## src/design/mfd_pkg.sv

```systemverilog
`timescale 1ns / 1ps
// ----------------------------------------------------------------------------
// Multiplexer frame deframer package
// Shared types, protocol constants and the CRC-8 byte update.
// ----------------------------------------------------------------------------
package mfd_pkg;

  localparam int CHANNELS_DEFAULT = 64;

  localparam logic [7:0] FLAG_BYTE = 8'hF9;
  localparam logic [7:0] CRC_INIT  = 8'hFF;
  localparam logic [7:0] CRC_GOOD  = 8'hCF;
  localparam logic [7:0] CRC_POLY  = 8'hE0;
  localparam logic [7:0] PF_BIT    = 8'h10;
  localparam logic [7:0] CTL_UI    = 8'h03;
  localparam logic [7:0] CTL_SABM  = 8'h2F;
  localparam logic [7:0] CTL_DISC  = 8'h43;
  localparam logic [7:0] CTL_DM    = 8'h0F;

  typedef enum logic [2:0] {
    PH_HUNT  = 3'd0,
    PH_ADDR  = 3'd1,
    PH_CTRL  = 3'd2,
    PH_LEN   = 3'd3,
    PH_DATA  = 3'd4,
    PH_FCS   = 3'd5,
    PH_CLOSE = 3'd6
  } phase_t;

  typedef enum logic [1:0] {
    KIND_PAYLOAD = 2'd0,
    KIND_ACCEPT  = 2'd1,
    KIND_DROP    = 2'd2
  } kind_t;

  typedef enum logic [1:0] {
    REPLY_NONE = 2'd0,
    REPLY_UA   = 2'd1,
    REPLY_DM   = 2'd2
  } reply_t;

  typedef struct packed {
    kind_t       kind;
    logic [7:0]  payload_byte;
    logic [5:0]  dlci;
    logic [7:0]  control_byte;
    logic [6:0]  payload_length;
    reply_t      reply;
    logic [15:0] good_frames;
    logic [15:0] bad_frames;
  } result_t;

  typedef struct packed {
    logic       en;
    logic [7:0] ctl_type;
    logic [5:0] dlci;
  } map_req_t;

  function automatic logic [7:0] crc8_step(input logic [7:0] crc, input logic [7:0] b);
    logic [7:0] c;
    c = crc ^ b;
    for (int i = 0; i < 8; i++) begin
      c = c[0] ? ((c >> 1) ^ CRC_POLY) : (c >> 1);
    end
    return c;
  endfunction

endpackage

```

## src/design/mfd_if.sv

```systemverilog
`timescale 1ns / 1ps
// ----------------------------------------------------------------------------
// Multiplexer frame deframer channels
// Valid/ready channels for received bytes and for result beats.
// ----------------------------------------------------------------------------
interface mfd_byte_if;
  logic       valid;
  logic       ready;
  logic [7:0] rx_byte;

  modport source (output valid, output rx_byte, input ready);
  modport sink (input valid, input rx_byte, output ready);
endinterface

interface mfd_result_if;
  logic        valid;
  logic        ready;
  logic [1:0]  kind;
  logic [7:0]  payload_byte;
  logic [5:0]  dlci;
  logic [7:0]  control_byte;
  logic [6:0]  payload_length;
  logic [1:0]  reply;
  logic [15:0] good_frames;
  logic [15:0] bad_frames;

  modport source (output valid, output kind, output payload_byte, output dlci,
                  output control_byte, output payload_length, output reply,
                  output good_frames, output bad_frames, input ready);
  modport sink (input valid, input kind, input payload_byte, input dlci,
                input control_byte, input payload_length, input reply,
                input good_frames, input bad_frames, output ready);
endinterface

```

## src/design/mfd_chan_map.sv

```systemverilog
`timescale 1ns / 1ps
// ----------------------------------------------------------------------------
// Channel activity map
// One active flag per channel, updated by accepted SABM, DISC and DM frames.
// ----------------------------------------------------------------------------
module mfd_chan_map #(
  parameter int CHANNELS = mfd_pkg::CHANNELS_DEFAULT
) (
  input  logic              clk,
  input  logic              rst,
  input  mfd_pkg::map_req_t req,
  output mfd_pkg::reply_t   reply
);

  localparam int IDX_W = (CHANNELS > 1) ? $clog2(CHANNELS) : 1;

  logic [CHANNELS-1:0] active;
  logic [CHANNELS-1:0] active_next;
  logic [IDX_W-1:0]    idx;
  logic                inrange;
  logic                act;

  assign idx     = req.dlci[IDX_W-1:0];
  assign inrange = (int'(req.dlci) < CHANNELS);
  assign act     = inrange && active[idx];

  always_comb begin
    active_next = active;
    reply       = mfd_pkg::REPLY_NONE;
    unique case (req.ctl_type)
      mfd_pkg::CTL_SABM: begin
        reply = mfd_pkg::REPLY_UA;
        if (inrange) active_next[idx] = 1'b1;
      end
      mfd_pkg::CTL_DISC: begin
        if (act) begin
          reply            = mfd_pkg::REPLY_UA;
          active_next[idx] = 1'b0;
        end else begin
          reply = mfd_pkg::REPLY_DM;
        end
      end
      mfd_pkg::CTL_DM: begin
        if (inrange) active_next[idx] = 1'b0;
      end
      default: begin
        reply = mfd_pkg::REPLY_NONE;
      end
    endcase
  end

  always_ff @(posedge clk) begin
    if (rst) begin
      active <= '0;
    end else if (req.en) begin
      active <= active_next;
    end
  end

  assert property (@(posedge clk) disable iff (rst)
    (req.en && req.ctl_type == mfd_pkg::CTL_SABM && inrange) |=> active[$past(idx)])
    else $error("SABM did not mark the channel active");

endmodule

```

## src/design/mfd_parser.sv

```systemverilog
`timescale 1ns / 1ps
// ----------------------------------------------------------------------------
// Frame parser
// Phase sequencer, CRC check and frame counters, one received byte per beat.
// ----------------------------------------------------------------------------
module mfd_parser (
  input  logic              clk,
  input  logic              rst,
  input  logic              in_fire,
  input  logic [7:0]        rx_byte,
  output mfd_pkg::map_req_t map_req,
  input  mfd_pkg::reply_t   map_reply,
  output logic              res_valid,
  output mfd_pkg::result_t  res
);

  mfd_pkg::phase_t phase, phase_next;
  logic [5:0]  frame_dlci, frame_dlci_next;
  logic [7:0]  frame_control, frame_control_next;
  logic [6:0]  frame_length, frame_length_next;
  logic [6:0]  bytes_left, bytes_left_next;
  logic [7:0]  running_crc, running_crc_next;
  logic [15:0] accepted_count, accepted_count_next;
  logic [15:0] drop_count, drop_count_next;
  logic [7:0]  ctl_type;
  logic [7:0]  crc_upd;
  logic        is_flag;

  assign ctl_type = frame_control & ~mfd_pkg::PF_BIT;
  assign crc_upd  = mfd_pkg::crc8_step(running_crc, rx_byte);
  assign is_flag  = (rx_byte == mfd_pkg::FLAG_BYTE);

  always_comb begin
    phase_next          = phase;
    frame_dlci_next     = frame_dlci;
    frame_control_next  = frame_control;
    frame_length_next   = frame_length;
    bytes_left_next     = bytes_left;
    running_crc_next    = running_crc;
    accepted_count_next = accepted_count;
    drop_count_next     = drop_count;
    res_valid           = 1'b0;
    res.kind            = mfd_pkg::KIND_PAYLOAD;
    res.payload_byte    = 8'h00;
    res.reply           = mfd_pkg::REPLY_NONE;
    map_req.en          = 1'b0;
    map_req.ctl_type    = ctl_type;
    map_req.dlci        = frame_dlci;
    unique case (phase)
      mfd_pkg::PH_ADDR: begin
        if (!is_flag) begin
          frame_dlci_next  = rx_byte[7:2];
          running_crc_next = mfd_pkg::crc8_step(mfd_pkg::CRC_INIT, rx_byte);
          phase_next       = mfd_pkg::PH_CTRL;
        end
      end
      mfd_pkg::PH_CTRL: begin
        frame_control_next = rx_byte;
        running_crc_next   = crc_upd;
        phase_next         = mfd_pkg::PH_LEN;
      end
      mfd_pkg::PH_LEN: begin
        running_crc_next  = crc_upd;
        frame_length_next = rx_byte[7:1];
        if (!rx_byte[0]) begin
          phase_next = mfd_pkg::PH_HUNT;
        end else begin
          bytes_left_next = rx_byte[7:1];
          phase_next = (rx_byte[7:1] != 7'd0) ? mfd_pkg::PH_DATA : mfd_pkg::PH_FCS;
        end
      end
      mfd_pkg::PH_DATA: begin
        if (ctl_type == mfd_pkg::CTL_UI) running_crc_next = crc_upd;
        bytes_left_next = bytes_left - 7'd1;
        if (bytes_left_next == 7'd0) phase_next = mfd_pkg::PH_FCS;
        res_valid        = 1'b1;
        res.kind         = mfd_pkg::KIND_PAYLOAD;
        res.payload_byte = rx_byte;
      end
      mfd_pkg::PH_FCS: begin
        if (crc_upd != mfd_pkg::CRC_GOOD) begin
          drop_count_next = drop_count + 16'd1;
          phase_next = is_flag ? mfd_pkg::PH_ADDR : mfd_pkg::PH_HUNT;
          res_valid  = 1'b1;
          res.kind   = mfd_pkg::KIND_DROP;
        end else begin
          phase_next = mfd_pkg::PH_CLOSE;
        end
      end
      mfd_pkg::PH_CLOSE: begin
        res_valid = 1'b1;
        if (!is_flag) begin
          drop_count_next = drop_count + 16'd1;
          phase_next = mfd_pkg::PH_HUNT;
          res.kind   = mfd_pkg::KIND_DROP;
        end else begin
          accepted_count_next = accepted_count + 16'd1;
          map_req.en = in_fire;
          phase_next = mfd_pkg::PH_ADDR;
          res.kind   = mfd_pkg::KIND_ACCEPT;
          res.reply  = map_reply;
        end
      end
      default: begin
        phase_next = is_flag ? mfd_pkg::PH_ADDR : mfd_pkg::PH_HUNT;
      end
    endcase
    res.dlci           = frame_dlci;
    res.control_byte   = frame_control;
    res.payload_length = frame_length;
    res.good_frames    = accepted_count_next;
    res.bad_frames     = drop_count_next;
  end

  always_ff @(posedge clk) begin
    if (rst) begin
      phase          <= mfd_pkg::PH_HUNT;
      frame_dlci     <= '0;
      frame_control  <= '0;
      frame_length   <= '0;
      bytes_left     <= '0;
      running_crc    <= mfd_pkg::CRC_INIT;
      accepted_count <= '0;
      drop_count     <= '0;
    end else if (in_fire) begin
      phase          <= phase_next;
      frame_dlci     <= frame_dlci_next;
      frame_control  <= frame_control_next;
      frame_length   <= frame_length_next;
      bytes_left     <= bytes_left_next;
      running_crc    <= running_crc_next;
      accepted_count <= accepted_count_next;
      drop_count     <= drop_count_next;
    end
  end

  assert property (@(posedge clk) disable iff (rst)
    (in_fire && res_valid && res.kind == mfd_pkg::KIND_ACCEPT) |=> phase == mfd_pkg::PH_ADDR)
    else $error("Closing flag did not reopen the next frame");

  assert property (@(posedge clk) disable iff (rst)
    (in_fire && phase == mfd_pkg::PH_DATA && bytes_left == 7'd1) |=> phase == mfd_pkg::PH_FCS)
    else $error("Last payload byte did not lead to the FCS byte");

endmodule

```

## src/design/mfd_out_buf.sv

```systemverilog
`timescale 1ns / 1ps
// ----------------------------------------------------------------------------
// Result buffer
// Output register with a skid stage so the input side keeps moving.
// ----------------------------------------------------------------------------
module mfd_out_buf (
  input  logic             clk,
  input  logic             rst,
  input  logic             push,
  input  mfd_pkg::result_t push_data,
  output logic             can_accept,
  output logic             out_valid,
  input  logic             out_ready,
  output mfd_pkg::result_t out_data
);

  logic             ovalid;
  logic             svalid;
  mfd_pkg::result_t odata;
  mfd_pkg::result_t sdata;
  logic             pop;

  assign pop        = ovalid && out_ready;
  assign can_accept = !svalid;
  assign out_valid  = ovalid;
  assign out_data   = odata;

  always_ff @(posedge clk) begin
    if (rst) begin
      ovalid <= 1'b0;
      svalid <= 1'b0;
    end else if (pop) begin
      if (svalid) begin
        svalid <= 1'b0;
      end else begin
        ovalid <= push;
      end
    end else if (push) begin
      if (!ovalid) begin
        ovalid <= 1'b1;
      end else begin
        svalid <= 1'b1;
      end
    end
  end

  always_ff @(posedge clk) begin
    if (pop && svalid) begin
      odata <= sdata;
    end else if (push && (pop || !ovalid)) begin
      odata <= push_data;
    end
    if (push && ovalid && !pop) begin
      sdata <= push_data;
    end
  end

  assert property (@(posedge clk) disable iff (rst) svalid |-> ovalid)
    else $error("Skid stage holds a beat while the output register is empty");

endmodule

```

## src/design/mux_frame_deframer_top.sv

```systemverilog
`timescale 1ns / 1ps
// ----------------------------------------------------------------------------
// Multiplexer frame deframer
// Basic-mode receive deframer with CRC-8 check and a per-channel active map.
// ----------------------------------------------------------------------------
// Usage: received bytes enter one per beat on the link channel. Each byte
// yields at most one beat on the events channel: a payload byte, a frame
// accepted (with the reply owed to the peer) or a frame dropped. Header,
// flag and FCS bytes that settle nothing give no beat.
// Each event beat is registered, in the output register or in the skid
// stage. Throughput is one byte per cycle while link ready holds: the phase
// step, the CRC byte update and the map lookup form one combinational pass
// between the byte handshake and the output register.
// When the receiver stalls, one further event is held in a skid stage and
// link ready then drops until the output register drains.
// Reset returns the parser to hunting for a flag, clears the counters and
// marks every channel inactive.
// ----------------------------------------------------------------------------
module mux_frame_deframer_top #(
  parameter int CHANNELS = mfd_pkg::CHANNELS_DEFAULT
) (
  input logic          clk,
  input logic          rst,
  mfd_byte_if.sink     link,
  mfd_result_if.source events
);

  logic              in_fire;
  logic              can_accept;
  logic              res_valid;
  mfd_pkg::result_t  res;
  mfd_pkg::result_t  out_data;
  mfd_pkg::map_req_t map_req;
  mfd_pkg::reply_t   map_reply;

  assign link.ready = can_accept;
  assign in_fire    = link.valid && can_accept;

  mfd_parser u_parser (
    .clk       (clk),
    .rst       (rst),
    .in_fire   (in_fire),
    .rx_byte   (link.rx_byte),
    .map_req   (map_req),
    .map_reply (map_reply),
    .res_valid (res_valid),
    .res       (res)
  );

  mfd_chan_map #(
    .CHANNELS (CHANNELS)
  ) u_chan_map (
    .clk   (clk),
    .rst   (rst),
    .req   (map_req),
    .reply (map_reply)
  );

  mfd_out_buf u_out_buf (
    .clk        (clk),
    .rst        (rst),
    .push       (in_fire && res_valid),
    .push_data  (res),
    .can_accept (can_accept),
    .out_valid  (events.valid),
    .out_ready  (events.ready),
    .out_data   (out_data)
  );

  assign events.kind           = out_data.kind;
  assign events.payload_byte   = out_data.payload_byte;
  assign events.dlci           = out_data.dlci;
  assign events.control_byte   = out_data.control_byte;
  assign events.payload_length = out_data.payload_length;
  assign events.reply          = out_data.reply;
  assign events.good_frames    = out_data.good_frames;
  assign events.bad_frames     = out_data.bad_frames;

endmodule

```

## src/flat_wrapper.sv

```systemverilog
// flat-port wrapper written by rule: the top's interface ports become plain ports
module mux_frame_deframer_top_flat 
#(
  parameter int CHANNELS = mfd_pkg::CHANNELS_DEFAULT
)
  (clk, rst, link_valid, link_rx_byte, link_ready, events_valid, events_kind, events_payload_byte, events_dlci, events_control_byte, events_payload_length, events_reply, events_good_frames, events_bad_frames, events_ready);
  mfd_byte_if link_i ();
  mfd_result_if events_i ();
  input logic clk;
  input logic rst;
  input wire logic [$bits(link_i.valid)-1:0] link_valid;
  input wire logic [$bits(link_i.rx_byte)-1:0] link_rx_byte;
  output wire logic [$bits(link_i.ready)-1:0] link_ready;
  output wire logic [$bits(events_i.valid)-1:0] events_valid;
  output wire logic [$bits(events_i.kind)-1:0] events_kind;
  output wire logic [$bits(events_i.payload_byte)-1:0] events_payload_byte;
  output wire logic [$bits(events_i.dlci)-1:0] events_dlci;
  output wire logic [$bits(events_i.control_byte)-1:0] events_control_byte;
  output wire logic [$bits(events_i.payload_length)-1:0] events_payload_length;
  output wire logic [$bits(events_i.reply)-1:0] events_reply;
  output wire logic [$bits(events_i.good_frames)-1:0] events_good_frames;
  output wire logic [$bits(events_i.bad_frames)-1:0] events_bad_frames;
  input wire logic [$bits(events_i.ready)-1:0] events_ready;
  assign link_i.valid = link_valid;
  assign link_i.rx_byte = link_rx_byte;
  assign link_ready = link_i.ready;
  assign events_valid = events_i.valid;
  assign events_kind = events_i.kind;
  assign events_payload_byte = events_i.payload_byte;
  assign events_dlci = events_i.dlci;
  assign events_control_byte = events_i.control_byte;
  assign events_payload_length = events_i.payload_length;
  assign events_reply = events_i.reply;
  assign events_good_frames = events_i.good_frames;
  assign events_bad_frames = events_i.bad_frames;
  assign events_i.ready = events_ready;
  mux_frame_deframer_top #(.CHANNELS(CHANNELS)) u_core (.clk(clk), .rst(rst), .link(link_i), .events(events_i));
endmodule
```

## config.mk

```make
export PLATFORM = sky130hd
export DESIGN_NAME = mux_frame_deframer_top_flat
export DESIGN_NICKNAME = d
export VERILOG_FILES = /design/src/design/mfd_pkg.sv /design/src/design/mfd_if.sv /design/src/design/mfd_chan_map.sv /design/src/design/mfd_parser.sv /design/src/design/mfd_out_buf.sv /design/src/design/mux_frame_deframer_top.sv /design/src/flat_wrapper.sv
export SDC_FILE = /design/constraint.sdc
export NUM_CORES = 1
export LEC_CHECK = 0
export BUFFER_PORTS_ARGS = -buffer_cell sky130_fd_sc_hd__buf_2
export CORE_ASPECT_RATIO = 0.7
export CORE_UTILIZATION = 55
export DETAILED_ROUTE_END_ITERATION = 7
export GPL_ROUTABILITY_DRIVEN = 0
export PLACE_DENSITY = 0.74
export REMOVE_ABC_BUFFERS = 1
export SETUP_SLACK_MARGIN = 0.15
export SLEW_MARGIN = 30
export SYNTH_ARGS = -nofsm -noshare
export SYNTH_HDL_FRONTEND = slang
export SYNTH_SLANG_ARGS = --single-unit
```

## constraint.sdc

```tcl
create_clock -name clk -period 7.5 [get_ports clk]
set_input_delay 0.75 -clock clk [delete_from_list [all_inputs] [get_ports clk]]
set_output_delay 0.75 -clock clk [all_outputs]
set_load 0.01 [all_outputs]
```

==> impl_metrics.py, run 1 <==
metrics = {
    "cts": {
        "cts.sink_count": 267,
        "hold_buffers": 0,
        "cts-root-buf": "clkbuf_16",
        "clockBufferDepth": 3,
        "post-cts-setup-buffers": 0,
        "htreeDepth": 1,
        "clk_latency_ns": 0.55,
        "post_cts_resized": 0,
        "cts_made_buffers": 26,
        "clkSlewWorstSetupHoldPaths_ns": 0.06,
        "cts_tree": "built",
    },
    "synth": {
        "synth.distinct_cells": 69,
        "synth_compound_area_frac": 0.153,
        "synth_area_leaders": "edfxtp_1 (31%), dfxtp_1 (22%), a211oi_1 (4.3%)",
        "synth_edf_count": 130,
        "syn-cell-area_mm2": 0.0127,
        "yosys.area.top_type": "edfxtp_1",
        "synth.avg_cell_area_um2": 10.1,
        "synth_async_sr_flop_share": 0,
        "synth_top_family_by_area": "simple AND/OR/NAND/NOR gates",
        "synth_warnings": 0,
        "synthFlopType": "dfxtp_1",
        "synth_seq_cells": 267,
        "synthMuxAreaShare": 0.0598,
        "synth_simple_gate_area_frac": 0.170,
        "synthAdderAreaFrac": 0.00987,
        "syn-instance-count": 1250,
        "synth_top_area_frac": 0.308,
        "yosysSeqAreaShare": 0.524,
        "synth_xor_area_frac": 0.0432,
    },
    "sta": {
        "tns_ns": 0,
        "final_hold_viol_count": 0,
        "min_period_ns": 4.04,
        "skew_ns": 0.0294,
        "max_freq_ghz": 0.247,
        "whs_ns": 0.462,
        "tightest_slew_ns": 1.00,
        "rsz0062_at_grt": "false",
        "slew-limit-headroom": 0.328,
        "fin_crit_sh": 0.539,
        "drv_slew": 0,
        "finalSetupViolCount": 0,
    },
    "placement": {
        "dpl_cell_area_mm2": 0.0132,
        "numPortBuffers": 78,
        "place_hpwl_mm": 18.7,
    },
    "critical_path": {
        "critPathLaunchType": "flip-flop",
        "setup.worst_path.start": "u_core.u_parser.frame_dlci[0]",
        "r2r_start": "u_core.u_parser.frame_dlci[0]",
        "ff2ff_path_depth": 9,
        "rrSetupSlack_ns": 3.46,
        "worst_setup_path_end_kind": "flip-flop",
        "cp_max_fo": 46,
        "critPathArrivalTime_ns": 4.40,
        "crit_type": "reg -> reg",
        "cp.required_ns": 7.86,
    },
    "route": {
        "drc": 0,
        "drtIter0Drc": 915,
        "drt-total-wl_mm": 29.8,
        "via_per_inst": 6.07,
        "drt-wirelength-per-cell_um": 18.6,
        "ant_nets": 0,
        "via_count": 9745,
        "firstDrtPassIters": 5,
    },
    "power_and_ir_drop": {
        "leakagePower_nw": 4.47,
        "worst_ir_drop_vdd_uv": 163,
        "cellPowerDensity_mw_per_mm2": 207,
        "total_power_mw": 2.91,
    },
    "die": {
        "start_util": 0.561,
        "chipWidth_um": 183,
        "num_io_pins": 79,
        "fp-row-count": 46,
        "core-area_mm2": 0.0226,
        "dieArea_mm2": 0.0237,
        "dieHeight_um": 129,
    },
    "global_routing": {
        "grt.overflow.total": 0,
        "grt_first_pass_wirelength_mm": 48.1,
        "antenna_found_initial": 0,
        "grt_usage": 0.253,
        "grt_pass1_vias": 8931,
        "grt_max_degree": 101,
    },
    "run_status": {
        "status": "complete, no violations",
    },
    "hold_path": {
        "hp-class": "reg -> reg",
    },
    "layout": {
        "fin_util": 0.622,
        "final_nets": 1296,
        "antennaDiodeCount": 0,
        "syn_to_final_growth_pct": 11.0,
        "final_cell_area_mm2": 0.0141,
        "drive_above_1_share": 0.152,
        "n_fill_cell": 1878,
    },
    "flow_run": {
        "maxCapViolations": 0,
    },
}
## where the power goes
part           leakage, nW  total, mW  internal, mW  switching (mW)
Sequential            2.13       1.51          1.51        0.000232
Combinational         1.92     0.0709        0.0213          0.0496
Clock                0.422       1.32         0.764           0.559
Total                 4.47       2.91          2.30           0.609
## routing by layer
layer / global-route usage / part of all wire
met3: 0.0410 / 0.079
met2: 0.378 / 0.42
met1: 0.386 / 0.48
met5: 0 / 0
met4: 0.0574 / 0.015
## worst min-delay path by stage
stage,start,end,slack (ns),depth (start not counted)
2_1_floorplan,u_core.u_parser.frame_length[0],u_core.u_out_buf.sdata[34],0.43,0
3_3_place_gp,u_core.u_parser.frame_control[4],u_core.u_out_buf.sdata[45],0.45,0
3_5_place_dp,u_core.u_parser.frame_control[4],u_core.u_out_buf.sdata[45],0.45,0
4_1_cts,u_core.u_parser.frame_control[4],u_core.u_out_buf.sdata[45],0.46,0
5_1_grt,u_core.u_parser.frame_control[4],u_core.u_out_buf.sdata[45],0.48,0
6_report,u_core.u_parser.frame_control[4],u_core.u_out_buf.sdata[45],0.46,0
## cells in the mapped netlist (3+ instances only)
master	number
nor3_1	48
nor2b_1	8
buf_2	20
or4_1	11
buf_4	9
or2_2	3
xnor2_2	3
o31ai_1	18
xor2_1	22
and3_1	15
mux2_2	22
a211oi_1	73
edfxtp_1	130
nand2_1	141
and3b_1	4
clkbuf_1	64
a211o_1	6
mux4_2	4
a41oi_1	32
o21ai_0	41
nand2b_1	12
inv_1	14
o22ai_1	5
mux2i_1	39
nand3_1	24
nor4_1	4
o21a_1	3
or3_1	24
a21oi_1	73
buf_1	3
and4_1	6
a31oi_1	15
dfxtp_1	137
xnor2_1	35
nor4b_2	4
and2_1	3
a22oi_1	3
nor2_1	113
ha_1	10
nand4_1	9
## area by class of cell
class,instances,area [µm²],area share
repair buffers,94,520,0.0370
clock buffers,35,704,0.0500
flip-flops and latches,267,6650,0.472
inverters,16,62.6,0.00444
well taps,312,390,0.0277
multi-input cells,869,5600,0.398
clock inverters,12,149,0.0106
## placed cells by master, fill, tap and decap left out, types with 15 or more instances in the layout
master / Yosys / final
a211oi_1: 73 / 73
a21oi_1: 73 / 73
a31oi_1: 15 / 15
a41oi_1: 32 / 32
and3_1: 15 / 15
buf_2: 20 / 77
buf_4: 9 / 15
clkbuf_16: 0 / 26
dfxtp_1: 137 / 137
edfxtp_1: 130 / 130
mux2_2: 22 / 22
mux2i_1: 39 / 39
nand2_1: 141 / 141
nand3_1: 24 / 23
nor2_1: 113 / 107
nor3_1: 48 / 43
o21ai_0: 41 / 41
o31ai_1: 18 / 18
or3_1: 24 / 24
xnor2_1: 35 / 35
xor2_1: 22 / 22
## worst max-delay path: stages, from the launching register on
cell and delay (ns):
dfxtp_1 0.59, buf_4 0.32, inv_1 0.21, mux4_2 0.48, a21oi_1 0.18, a211oi_1 0.12
nand4_2 0.51, buf_4 0.51, nor4b_2 0.73, a211oi_1 0.17
## cells by family after synthesis
family          count (synthesis)
simple gates                  443
buf+inv                       114
flops                         267
fa+ha+maj                      10
compound gates                289
mux                            67
xor+xnor                       60
## stage by stage
step / cells / setup slack, ns
after global placement: 1557 / 3.00
after CTS: 1605 / 3.57
final: 1605 / 3.46
after global routing: 1605 / 3.21
after detailed placement: 1558 / 3.15
after floorplan: 1152 / 0.0268
(Power assumes the default switching activity.)
==> run 2: changes to the inputs <==
clock period = 3.29 ns   (was 7.5 ns; I/O delays follow)
==> run 2 against run 1 <==
Sequential power grew 130%; wire length grew 3.0%; utilization grew 2.0 points; maximum frequency grew 35%; hold slack lost 0.28 ns; clock skew shrank 0.019 ns.
==> impl_metrics.py, run 2 (same netlist as run 1, synthesis figures left out) <==
metrics = {
    "route": {
        "via_per_inst": 6.07,
        "drtIter0Drc": 996,
        "ant_nets": 0,
        "drc": 0,
        "via_count": 10100,
        "firstDrtPassIters": 5,
        "drt-total-wl_mm": 30.7,
        "drt-wirelength-per-cell_um": 18.5,
    },
    "cts": {
        "clkSlewWorstSetupHoldPaths_ns": 0.06,
        "hold_buffers": 0,
        "cts.sink_count": 267,
        "htreeDepth": 1,
        "clockBufferDepth": 3,
        "cts-root-buf": "clkbuf_16",
        "cts_tree": "built",
        "cts_made_buffers": 26,
        "clk_latency_ns": 0.53,
    },
    "die": {
        "num_io_pins": 79,
        "start_util": 0.561,
        "dieArea_mm2": 0.0237,
        "dieHeight_um": 129,
        "core-area_mm2": 0.0226,
        "fp-row-count": 46,
        "chipWidth_um": 183,
    },
    "critical_path": {
        "cp_slowest_cell": "dfxtp_1",
        "worst_setup_path_end_kind": "flip-flop",
        "max_stage_delay_ns": 0.42,
        "critPathArrivalTime_ns": 3.23,
        "critPathLaunchType": "flip-flop",
        "crit_type": "reg -> reg",
        "path_common_cell": "buf_4",
        "cp_cell_sequence": "xor2_2 -> xnor2_2 -> xnor2_1 -> ha_1 -> nor2b_1 -> o2111ai_2 -> buf_4 -> nand2b_1 -> a21o_1 -> nor3b_4 -> buf_4 -> buf_6",
        "cp_max_fo": 12,
        "cp.required_ns": 3.52,
        "rrSetupSlack_ns": 0.29,
    },
    "power_and_ir_drop": {
        "cellPowerDensity_mw_per_mm2": 447,
        "total_power_mw": 6.50,
        "netSwitchingFraction": 0.210,
        "power_frac_seq": 0.531,
        "p_sw_mw": 1.36,
        "power_frac_comb": 0.028,
        "worst_ir_drop_vdd_uv": 360,
        "leakagePower_nw": 4.76,
        "p_clk_frac": 0.440,
        "internal-power_mw": 5.13,
    },
    "sta": {
        "tightest_slew_ns": 0.840,
        "fin_crit_sh": 0.912,
        "tns_ns": 0,
        "final_hold_viol_count": 0,
        "min_period_ns": 3.00,
        "slew-limit-headroom": 0.440,
        "finalSetupViolCount": 0,
        "rsz0062_at_grt": "false",
        "max_freq_ghz": 0.333,
        "drv_slew": 0,
        "skew_ns": 0.00995,
    },
    "global_routing": {
        "antenna_found_initial": 0,
        "grt_max_degree": 68,
        "grt_usage": 0.258,
        "grt_pass1_vias": 9158,
        "grt.overflow.total": 0,
        "grt_first_pass_wirelength_mm": 48.9,
    },
    "placement": {
        "place_inst": 1609,
        "numPortBuffers": 78,
        "place_hpwl_mm": 20.3,
    },
    "flow_run": {
        "maxCapViolations": 0,
    },
    "layout": {
        "final_nets": 1351,
        "mostFrequentLayoutCells": "nand2_1 (141), dfxtp_1 (136), edfxtp_1 (130)",
        "mostFrequentLayoutCell": "nand2_1",
        "stdcell_count": 1661,
        "antennaDiodeCount": 0,
        "drive_above_1_share": 0.182,
        "syn_to_final_growth_pct": 14.6,
    },
    "run_status": {
        "status": "complete, no violations",
    },
    "hold_path": {
        "hp-class": "in -> reg",
    },
}
run 2: final timing paths:
check / startpoint / end / depth (start not counted)
worst max register to register: u_core.u_parser.running_crc[1] / u_core.u_out_buf.sdata[5] / 12
worst min register to register: u_core.u_parser.frame_length[3] / u_core.u_out_buf.sdata[37] / 0
worst max-delay path: u_core.u_parser.running_crc[1] / u_core.u_out_buf.sdata[5] / 12
worst min-delay path: link_rx_byte[1] / u_core.u_parser.frame_length[0] / 3
run 2: worst max-delay path: cells and delay by family (launching register included):
family,cells,cell delay (ns)
flip-flops,1,0.42
AND/OR/NAND/NOR,3,0.53
AO/OA/AOI/OAI,2,0.44
buffers and inverters,3,0.56
adder cells (fa/ha/maj),1,0.22
XOR/XNOR,3,0.52
run 2: area by class of cell:
| cell class | instances | area [µm²] |
|---|---|---|
| Fill cell | 1832 | 8080 |
| Sequential cell | 267 | 6650 |
| Multi-Input combinational cell | 869 | 5600 |
| Timing Repair Buffer | 149 | 1030 |
| Clock buffer | 35 | 684 |
| Tap cell | 312 | 390 |
| Clock inverter | 13 | 125 |
| Inverter | 16 | 62.6 |
run 2: stage by stage:
step	utilization	setup WS [ns]	hold slack, ns	instance area (µm²)
floorplan	-	-3.76	0.398	12200
global placement	0.603	0.169	0.446	13600
detailed placement	0.603	0.0217	0.449	13600
CTS	0.639	0.192	0.158	14400
global route	0.643	0.160	0.201	14500
finish	0.643	0.289	0.179	14500
run 2: power groups by stage:
stage                     combinational, mW  sequential [mW]  clock, mW
after floorplan                      0.0806             3.52          0
after global placement                0.173             3.53          0
after detailed placement              0.176             3.53          0
after CTS                             0.177             3.45       2.91
after global routing                  0.195             3.45       3.05
final                                 0.182             3.45       2.86
run 2: per-layer routing:
metal	wire length [µm]	global-route usage	up-vias
li1	-	-	4778
met1	14800	0.403	4840
met2	12900	0.369	415
met3	2460	0.0441	43
met4	509	0.0623	0
met5	0	0	-
run 2: timing repair:
item,4_1_cts,5_1_grt
gates resized for setup,0,11
buffers inserted,0,2
endpoints found under the setup margin,0,104
